### src/rtl/spq_pkg.sv
`timescale 1ns / 1ps
`default_nettype none

package spq_pkg;

    localparam int DEPTH_DEF = 16;
    localparam int PRIO_W    = 16;
    localparam int DATA_W    = 32;
    localparam int MODE_W    = 2;

    typedef enum logic [MODE_W-1:0] {
        MODE_INSERT = 2'd0,
        MODE_REMOVE = 2'd1,
        MODE_QUERY  = 2'd2,
        MODE_SPARE  = 2'd3
    } mode_t;

    // Shift commands broadcast to every cell of the chain.
    typedef struct packed {
        logic ins;
        logic rem;
    } cell_ctl_t;

endpackage

`default_nettype wire

### src/rtl/sorted_priority_queue.sv
`timescale 1ns / 1ps
`default_nettype none

// Sorted priority queue of DEPTH entries, smallest priority at the head.
// Input channel (in_valid/in_ready) carries one word: mode, priority_req, data.
// Mode insert adds an entry behind all entries of equal or smaller priority,
// mode remove drops the head entry, mode query (and the spare code) only
// reports. Output channel (out_valid/out_ready) returns one word per input
// word: the head entry after the operation (zero fields when empty), the
// empty and full flags, and dropped for an insert refused on a full queue.
// The entries sit in a row of cells; every cell compares the new key with
// its own entry in parallel and shifts left or right with its neighbors, so
// an operation completes in the cycle it is accepted. The result word is
// valid in the cycle after acceptance. Throughput is one
// word per cycle while the receiver keeps out_ready high.
// When the receiver stalls, the result word holds and in_ready drops until
// the word is taken; a new word can enter in the same cycle it leaves.
// Reset empties the queue and clears out_valid; no clearing pass is needed.
module sorted_priority_queue
    import spq_pkg::*;
#(
    parameter int DEPTH = DEPTH_DEF
)
(
    input  wire                           clk,
    input  wire                           rst_n,
    input  wire                           in_valid,
    output logic                          in_ready,
    input  wire logic [MODE_W-1:0]        mode,
    input  wire logic signed [PRIO_W-1:0] priority_req,
    input  wire logic signed [DATA_W-1:0] data,
    output logic                          out_valid,
    input  wire                           out_ready,
    output logic signed [PRIO_W-1:0]      head_priority,
    output logic signed [DATA_W-1:0]      head_data,
    output logic                          is_empty,
    output logic                          is_full,
    output logic                          dropped
);

    localparam int CNT_W = $clog2(DEPTH + 1);

    logic [CNT_W-1:0] count_reg;
    logic [CNT_W-1:0] count_next;
    logic             out_valid_reg;
    logic             out_valid_next;
    logic             dropped_reg;
    logic             dropped_next;

    logic             accept;
    logic             full;
    logic             empty;
    mode_t            op;
    cell_ctl_t        ctl;

    logic                     take_w [DEPTH];
    logic                     occ_w  [DEPTH];
    logic signed [PRIO_W-1:0] prio_w [DEPTH];
    logic signed [DATA_W-1:0] data_w [DEPTH];

    assign op     = mode_t'(mode);
    assign accept = in_valid && in_ready;
    assign full   = (count_reg == CNT_W'(DEPTH));
    assign empty  = (count_reg == '0);

    // The queue only changes when a word is accepted, and a word is accepted
    // only when no result is pending or the previous result is leaving, so the
    // outputs can be read straight from the cells.
    assign in_ready = !out_valid_reg || out_ready;

    always_comb
    begin
        ctl.ins        = 1'b0;
        ctl.rem        = 1'b0;
        count_next     = count_reg;
        dropped_next   = dropped_reg;
        out_valid_next = out_valid_reg;
        if (out_ready)
        begin
            out_valid_next = 1'b0;
        end
        if (accept)
        begin
            out_valid_next = 1'b1;
            dropped_next   = 1'b0;
            case (op)
                MODE_INSERT:
                begin
                    if (full)
                    begin
                        dropped_next = 1'b1;
                    end
                    else
                    begin
                        ctl.ins    = 1'b1;
                        count_next = count_reg + CNT_W'(1);
                    end
                end
                MODE_REMOVE:
                begin
                    if (!empty)
                    begin
                        ctl.rem    = 1'b1;
                        count_next = count_reg - CNT_W'(1);
                    end
                end
                default:
                begin
                end
            endcase
        end
    end

    always_ff @(posedge clk or negedge rst_n)
    begin
        if (!rst_n)
        begin
            count_reg     <= '0;
            out_valid_reg <= 1'b0;
            dropped_reg   <= 1'b0;
        end
        else
        begin
            count_reg     <= count_next;
            out_valid_reg <= out_valid_next;
            dropped_reg   <= dropped_next;
        end
    end

    genvar gi;
    generate
        for (gi = 0; gi < DEPTH; gi++)
        begin : g_cell
            assign occ_w[gi] = (count_reg > CNT_W'(gi));

            if (gi == 0)
            begin : g_first
                spq_cell u_cell (
                    .clk        (clk),
                    .ctl        (ctl),
                    .occupied   (occ_w[gi]),
                    .key        (priority_req),
                    .value      (data),
                    .left_take  (1'b0),
                    .left_prio  (priority_req),
                    .left_data  (data),
                    .right_prio (prio_w[gi+1]),
                    .right_data (data_w[gi+1]),
                    .take       (take_w[gi]),
                    .prio       (prio_w[gi]),
                    .data       (data_w[gi])
                );
            end
            else if (gi == DEPTH - 1)
            begin : g_last
                spq_cell u_cell (
                    .clk        (clk),
                    .ctl        (ctl),
                    .occupied   (occ_w[gi]),
                    .key        (priority_req),
                    .value      (data),
                    .left_take  (take_w[gi-1]),
                    .left_prio  (prio_w[gi-1]),
                    .left_data  (data_w[gi-1]),
                    .right_prio (prio_w[gi]),
                    .right_data (data_w[gi]),
                    .take       (take_w[gi]),
                    .prio       (prio_w[gi]),
                    .data       (data_w[gi])
                );
            end
            else
            begin : g_mid
                spq_cell u_cell (
                    .clk        (clk),
                    .ctl        (ctl),
                    .occupied   (occ_w[gi]),
                    .key        (priority_req),
                    .value      (data),
                    .left_take  (take_w[gi-1]),
                    .left_prio  (prio_w[gi-1]),
                    .left_data  (data_w[gi-1]),
                    .right_prio (prio_w[gi+1]),
                    .right_data (data_w[gi+1]),
                    .take       (take_w[gi]),
                    .prio       (prio_w[gi]),
                    .data       (data_w[gi])
                );
            end
        end
    endgenerate

    assign out_valid     = out_valid_reg;
    assign head_priority = empty ? '0 : prio_w[0];
    assign head_data     = empty ? '0 : data_w[0];
    assign is_empty      = empty;
    assign is_full       = full;
    assign dropped       = dropped_reg;

`ifndef SYNTHESIS
    a_count_bound : assert property (@(posedge clk) disable iff (!rst_n)
        count_reg <= CNT_W'(DEPTH))
        else $error("entry count above depth");

    a_drop_full : assert property (@(posedge clk) disable iff (!rst_n)
        out_valid_reg && dropped_reg |-> full)
        else $error("dropped reported on a queue that is not full");

    a_insert_grows : assert property (@(posedge clk) disable iff (!rst_n)
        accept && op == MODE_INSERT && !full |=> count_reg == $past(count_reg) + CNT_W'(1))
        else $error("insert did not add an entry");

    a_remove_shrinks : assert property (@(posedge clk) disable iff (!rst_n)
        accept && op == MODE_REMOVE && !empty |=> count_reg == $past(count_reg) - CNT_W'(1))
        else $error("remove did not take an entry");

    a_head_sorted : assert property (@(posedge clk) disable iff (!rst_n)
        count_reg >= CNT_W'(2) |-> prio_w[0] <= prio_w[1])
        else $error("head entry out of order");

    // The head cell holds no defined entry while the queue is empty.
    a_hold_while_stalled : assert property (@(posedge clk) disable iff (!rst_n)
        out_valid_reg && !out_ready |=> $stable(count_reg) && (empty || $stable(prio_w[0])))
        else $error("queue changed while a result was stalled");
`endif

endmodule

`default_nettype wire

### src/rtl/spq_cell.sv
`timescale 1ns / 1ps
`default_nettype none

module spq_cell
    import spq_pkg::*;
(
    input  wire                      clk,
    input  wire cell_ctl_t           ctl,
    input  wire                      occupied,
    input  wire logic signed [PRIO_W-1:0] key,
    input  wire logic signed [DATA_W-1:0] value,
    input  wire                      left_take,
    input  wire logic signed [PRIO_W-1:0] left_prio,
    input  wire logic signed [DATA_W-1:0] left_data,
    input  wire logic signed [PRIO_W-1:0] right_prio,
    input  wire logic signed [DATA_W-1:0] right_data,
    output logic                     take,
    output logic signed [PRIO_W-1:0] prio,
    output logic signed [DATA_W-1:0] data
);

    logic signed [PRIO_W-1:0] prio_reg;
    logic signed [PRIO_W-1:0] prio_next;
    logic signed [DATA_W-1:0] data_reg;
    logic signed [DATA_W-1:0] data_next;

    // A new key goes behind every entry of equal priority, so only a strictly
    // larger priority, or an empty slot, yields its place.
    assign take = !occupied || (key < prio_reg);

    always_comb
    begin
        prio_next = prio_reg;
        data_next = data_reg;
        if (ctl.ins && take)
        begin
            if (left_take)
            begin
                prio_next = left_prio;
                data_next = left_data;
            end
            else
            begin
                prio_next = key;
                data_next = value;
            end
        end
        else if (ctl.rem)
        begin
            prio_next = right_prio;
            data_next = right_data;
        end
    end

    always_ff @(posedge clk)
    begin
        prio_reg <= prio_next;
        data_reg <= data_next;
    end

    assign prio = prio_reg;
    assign data = data_reg;

endmodule

`default_nettype wire

### config.mk
export PLATFORM = sky130hd
export DESIGN_NAME = sorted_priority_queue
export DESIGN_NICKNAME = d
export VERILOG_FILES = /design/src/rtl/spq_pkg.sv /design/src/rtl/sorted_priority_queue.sv /design/src/rtl/spq_cell.sv
export SDC_FILE = /design/constraint.sdc
export NUM_CORES = 2
export LEC_CHECK = 0
export BUFFER_PORTS_ARGS = -buffer_cell sky130_fd_sc_hd__buf_2
export CAP_MARGIN = 20
export CORE_MARGIN = 3
export CORE_UTILIZATION = 50
export CTS_CLUSTER_SIZE = 12
export DETAILED_ROUTE_END_ITERATION = 7
export GPL_TIMING_DRIVEN = 0
export PLACE_DENSITY = 0.67
export REMOVE_ABC_BUFFERS = 1
export SLEW_MARGIN = 20
export SYNTH_ARGS = -nofsm -noshare
export SYNTH_HDL_FRONTEND = slang
export SYNTH_HIERARCHICAL = 1
export SYNTH_SLANG_ARGS = --single-unit
### constraint.sdc
create_clock -name clk -period 7.9 [get_ports clk]
set_input_delay 0 -clock clk [delete_from_list [all_inputs] [get_ports clk]]
set_output_delay 0 -clock clk [all_outputs]
set_load 0.01 [all_outputs]
# Yosys cells after proc, flatten, opt, wreduce, memory -nomap -nowiden

Cells that the tools add are included.

Register bits: 775
Latch bits: 0
Memory bits (writable): 0
Memory bits (read-only): 0
Input port bits: 54
Output and inout port bits: 53
Word-level logic and storage cells: 248
Memories kept: 0

Add/sub/neg operators: 2
Multiply operators: 0
Divide/modulo/power cells: 0
$lt $le $gt $ge: 32
Equal/unequal tests: 4
Shifts and indexed selects: 0
Mux-type cells: 104
Bitwise gates (word level): 0
Reductions and logical operators: 71

Operator list:

| kind                  | count |
|---|---|
| $mux W32              | 46 |
| $mux W16              | 46 |
| $lt A16 B16 Y1        | 16 |
| $gt A5 B4 Y1 const B  | 8 |
| $reduce_bool A2 Y1    | 17 |
| $gt A5 B3 Y1 const B  | 4 |
| $logic_and A1 B1 Y1   | 17 |
| $logic_not A1 Y1      | 17 |
| $logic_or A1 B1 Y1    | 17 |
| $gt A5 B1 Y1 const B  | 2 |
| $gt A5 B2 Y1 const B  | 2 |
| $mux W5               | 2 |
| $pmux W5 S2           | 1 |
| $mux W1               | 8 |
| $add A5 B1 Y5 const B | 1 |
| $eq A5 B5 Y1 const B  | 1 |
| $logic_not A5 Y1      | 1 |
| $sub A5 B1 Y5 const B | 1 |
| $ne A2 B2 Y1 const B  | 2 |
| $reduce_and A4 Y1     | 1 |
| $eq A2 B1 Y1 const B  | 1 |
| $logic_not A2 Y1      | 1 |
| $mux W2               | 1 |

# Logic depth before layout (Yosys ltp)

Depth in word-level cells: 6
Gate-level depth with buffers: 12
Gate-level depth less buffers: 10

# By module

The synthesis kept the hierarchy.

By module, submodules not included:

| module                                  | instances | cells an instance | area an instance (um^2) |
|---|---|---|---|
| spq_cell (g_cell[0].g_first.u_cell ...) | 9         | 215               | 3040.4 |
| spq_cell (g_cell[3].g_mid.u_cell ...)   | 7         | 213               | 3036.7 |
| sorted_priority_queue                   | 1         | 141               | 960.9 |

# Worst setup path before layout

No wires, ideal clock.

Path kind: register to register
From: reg count_reg[0]
To: reg g_cell[0].g_first.u_cell.data_reg[0], enable pin
Library setup time: 0.384 ns
Arrival time: 5.193 ns
Slack: 2.322 ns
Stages on the path, launching flop included: 12
Buffers on the path: 2
Path through: dfrtp_1 -> inv_1 -> ha_1 -> or3b_1 -> nor2_1 -> nor4_1 -> inv_1 -> or3_1 -> o311ai_4 -> buf_6 -> buf_8 -> or2_2

RTL lines:

| element                | line                         | source |
|---|---|---|
| from (decl)            | sorted_priority_queue.sv:43  | `logic [CNT_W-1:0] count_reg;` |
| from (signal assigned) | sorted_priority_queue.sv:124 | `count_reg <= count_next;` |
| to (signal assigned)   | spq_cell.sv:58               | `data_reg <= data_next;` |
| to (decl)              | spq_cell.sv:24               | `logic signed [DATA_W-1:0] data_reg;` |

==> summary.md <==
| Metric | Value |
|---|---|
| Core footprint | 97400 µm² |
| Synthesized area | approximately 50000 µm² |
| GPL Wtd Cong | 0.815 |
| Hold Crit Depth | 3 |
| Root Buffer | clkbuf_16 |
| CP Launch Type | register |
| Area grow syn2layout | 10.8% |
| Longest Clk Path Bufs | 3 |
| Minimum clock period | roughly 4.4 ns |
| CTS tree | done |
| Total die area | 103000 µm² |
| Num ports | 107 |
| Placed cell area | ~52000 µm² |
| Post-route clock period utilization | 0.552 |
| CP Capture Type | register |
| Post-Route Setup TNS | 0 ns |
| Largest net degree at the start of global routing | 49 |
| CP arrival | 4.74 ns |
| Ys Warns | 6 |
| H-tree depth | 3 |
| Initial Util | 0.509 |
| Vias per inst | 5.59 |
| Mean Syn Cell Area | 13.9 µm² |
| Crit path max fanout | 14 |
| N_diodes | 0 |
| Final hold violation count | 0 |
| Crit path required time | 8.28 ns |
| # nets final | 3978 |
| Peak supply drop | 0.000170 V |
| Pleak | 20.3 nW |
| Post-CTS setup buffers | 0 |
| Drt drc | 0 |
| Worst skew pair latency | 0.64 ns |
| Row count | approximately 110 |
| Total Routing Usage GR | 0.205 |
| HPWL Detailed | 77100 µm |
| Pwr dens | ~260 nW/µm² |
| Sw power | 4.27 mW |
| Remaining antenna violation count after routing | 0 |
| Vias in the first global route | 28857 |
| Max cap viols | 0 |
| CP Class | register to register |
| Gr ovfl total | 0 |
| Worst-path clk slew | approximately 0.060 ns |
| Slew Limit Fails | 0 |
| RSZ-0062 raised after global routing | no |
| Die Wd | approximately 320 µm |
| Clk sinks | 775 |
| Final Skew | 0.0232 ns |
| Drt total wl | 106000 µm |
| Sw Ratio | 0.298 |
| Worst-Margin Slew | 1.17 ns |
| Sequential share of power | 0.384 |
| Worst r2r path cells | 16 |
| Internal power | 10.0 mW |
| Post-Syn Instances | approximately 3600 |
| Fmax | 0.229 GHz |
| Type of the most critical hold path | primary input to register |
| Finished Core Util | 0.564 |
| CTS Buf Count | a little under 90 |
| Vias | roughly 28000 |
| DR pass1 iterations | 5 |
| Final instance area | 54900 µm² |
| Port Buffer Count | 106 |
| Logic pwr share | 0.344 |
| Proportion of layout cells with a drive suffix above 1 | 0.493 |
| Status | finished clean |
| WL/cell | 21.0 µm |
| Clock network power share | 0.272 |
| Largest register FFs | 448 |
| Relative slew slack | 0.209 |
| Die height | 321 µm |
| Setup Viol. Count Final | 0 |
| First-pass GRT wire length | 170000 µm |
| Initial antenna violation count | 2 |
| Initial DRC Count | around 1800 |
-- routing by layer --
layer  GRT usage  wire (µm)  up-vias
met5           0         13        -
met4      0.0412       1500        2
met3      0.0225       3730      102
met2       0.317      45700      448
met1       0.313      54700    13726
li1            -          -    13819
-- critical path, stage by stage, from the launching register on --
cell and delay [ns]:
dfrtp_1 0.49, inv_1 0.16, ha_1 0.25, or3b_1 0.22, nor2_1 0.09, nor4_2 0.30, buf_2 0.26, buf_2 0.24
buf_2 0.25, inv_1 0.11, or3_1 0.40, o311ai_4 0.16, buf_8 0.22, buf_6 0.20, buf_6 0.21, buf_8 0.18
mux2_2 0.34
-- power by group through the flow --
stage	registers [mW]	clock network, mW	logic [mW]
finish	5.49	3.89	4.92
global placement	5.57	0	4.85
floorplan	5.42	0	3.77
global route	5.54	4.16	5.34
detailed placement	5.57	0	4.94
CTS	5.49	4.01	4.96
-- stage by stage --
stage          total power, mW  hold slack [ns]  cells  setup WS (ns)
2_1_floorplan             9.19           -0.296   3400          0.323
3_3_place_gp              10.4           -0.155   4782          -3.69
3_5_place_dp              10.5           -0.154   4852           3.55
4_1_cts                   14.5           0.0566   5023           3.55
5_1_grt                   15.0            0.118   5023           3.21
6_report                  14.3            0.108   5023           3.54
-- final timing paths --
path / endpoint / slack [ns] / startpoint
max: g_cell[1].g_mid.u_cell/data[13]$_DFFE_PP_ / 3.54 / count_reg[0]$_DFFE_PN0P_
min: g_cell[4].g_mid.u_cell/data[29]$_DFFE_PP_ / 0.11 / data[29]
min in group asynchronous: dropped$_DFFE_PN0P_ / 0.34 / rst_n
max reg2reg: g_cell[1].g_mid.u_cell/data[13]$_DFFE_PP_ / 3.54 / count_reg[0]$_DFFE_PN0P_
min reg2reg: g_cell[13].g_mid.u_cell/data[11]$_DFFE_PP_ / 0.56 / g_cell[14].g_mid.u_cell/data[11]$_DFFE_PP_
max in group asynchronous: count_reg[3]$_DFFE_PN0P_ / 7.28 / rst_n
-- cells in the final DEF, fill, tap and decap left out, drive strengths merged, types with 10 or more instances in the layout --
cell type,count
clkbuf,109
nand4,23
or3,10
nand2,103
nand3,10
clkinv,44
buf,176
o311ai,18
nor3,20
inv,280
dlygate4sd3,11
and2,48
mux2,1551
a21o,17
ha,246
a21oi,65
nor2,35
edfxtp,768
or2,16
o21ai,55
nand2b,19
-- area by class of cell --
type                            instances  area [µm²]
Clock buffer                          109        2320
Clock inverter                         51         379
Fill cell                            7933       42500
Inverter                              278        1040
Multi-Input combinational cell       2347       24500
Sequential cell                       775       23200
Tap cell                             1276        1600
Timing Repair Buffer                  187        1840
-- repair_timing --
action                                 4_1_cts  5_1_grt
hold buffers                                11        0
endpoints found under the hold margin       14        0
resized for setup                            0        0
Power figures use the tool's default switching activity.
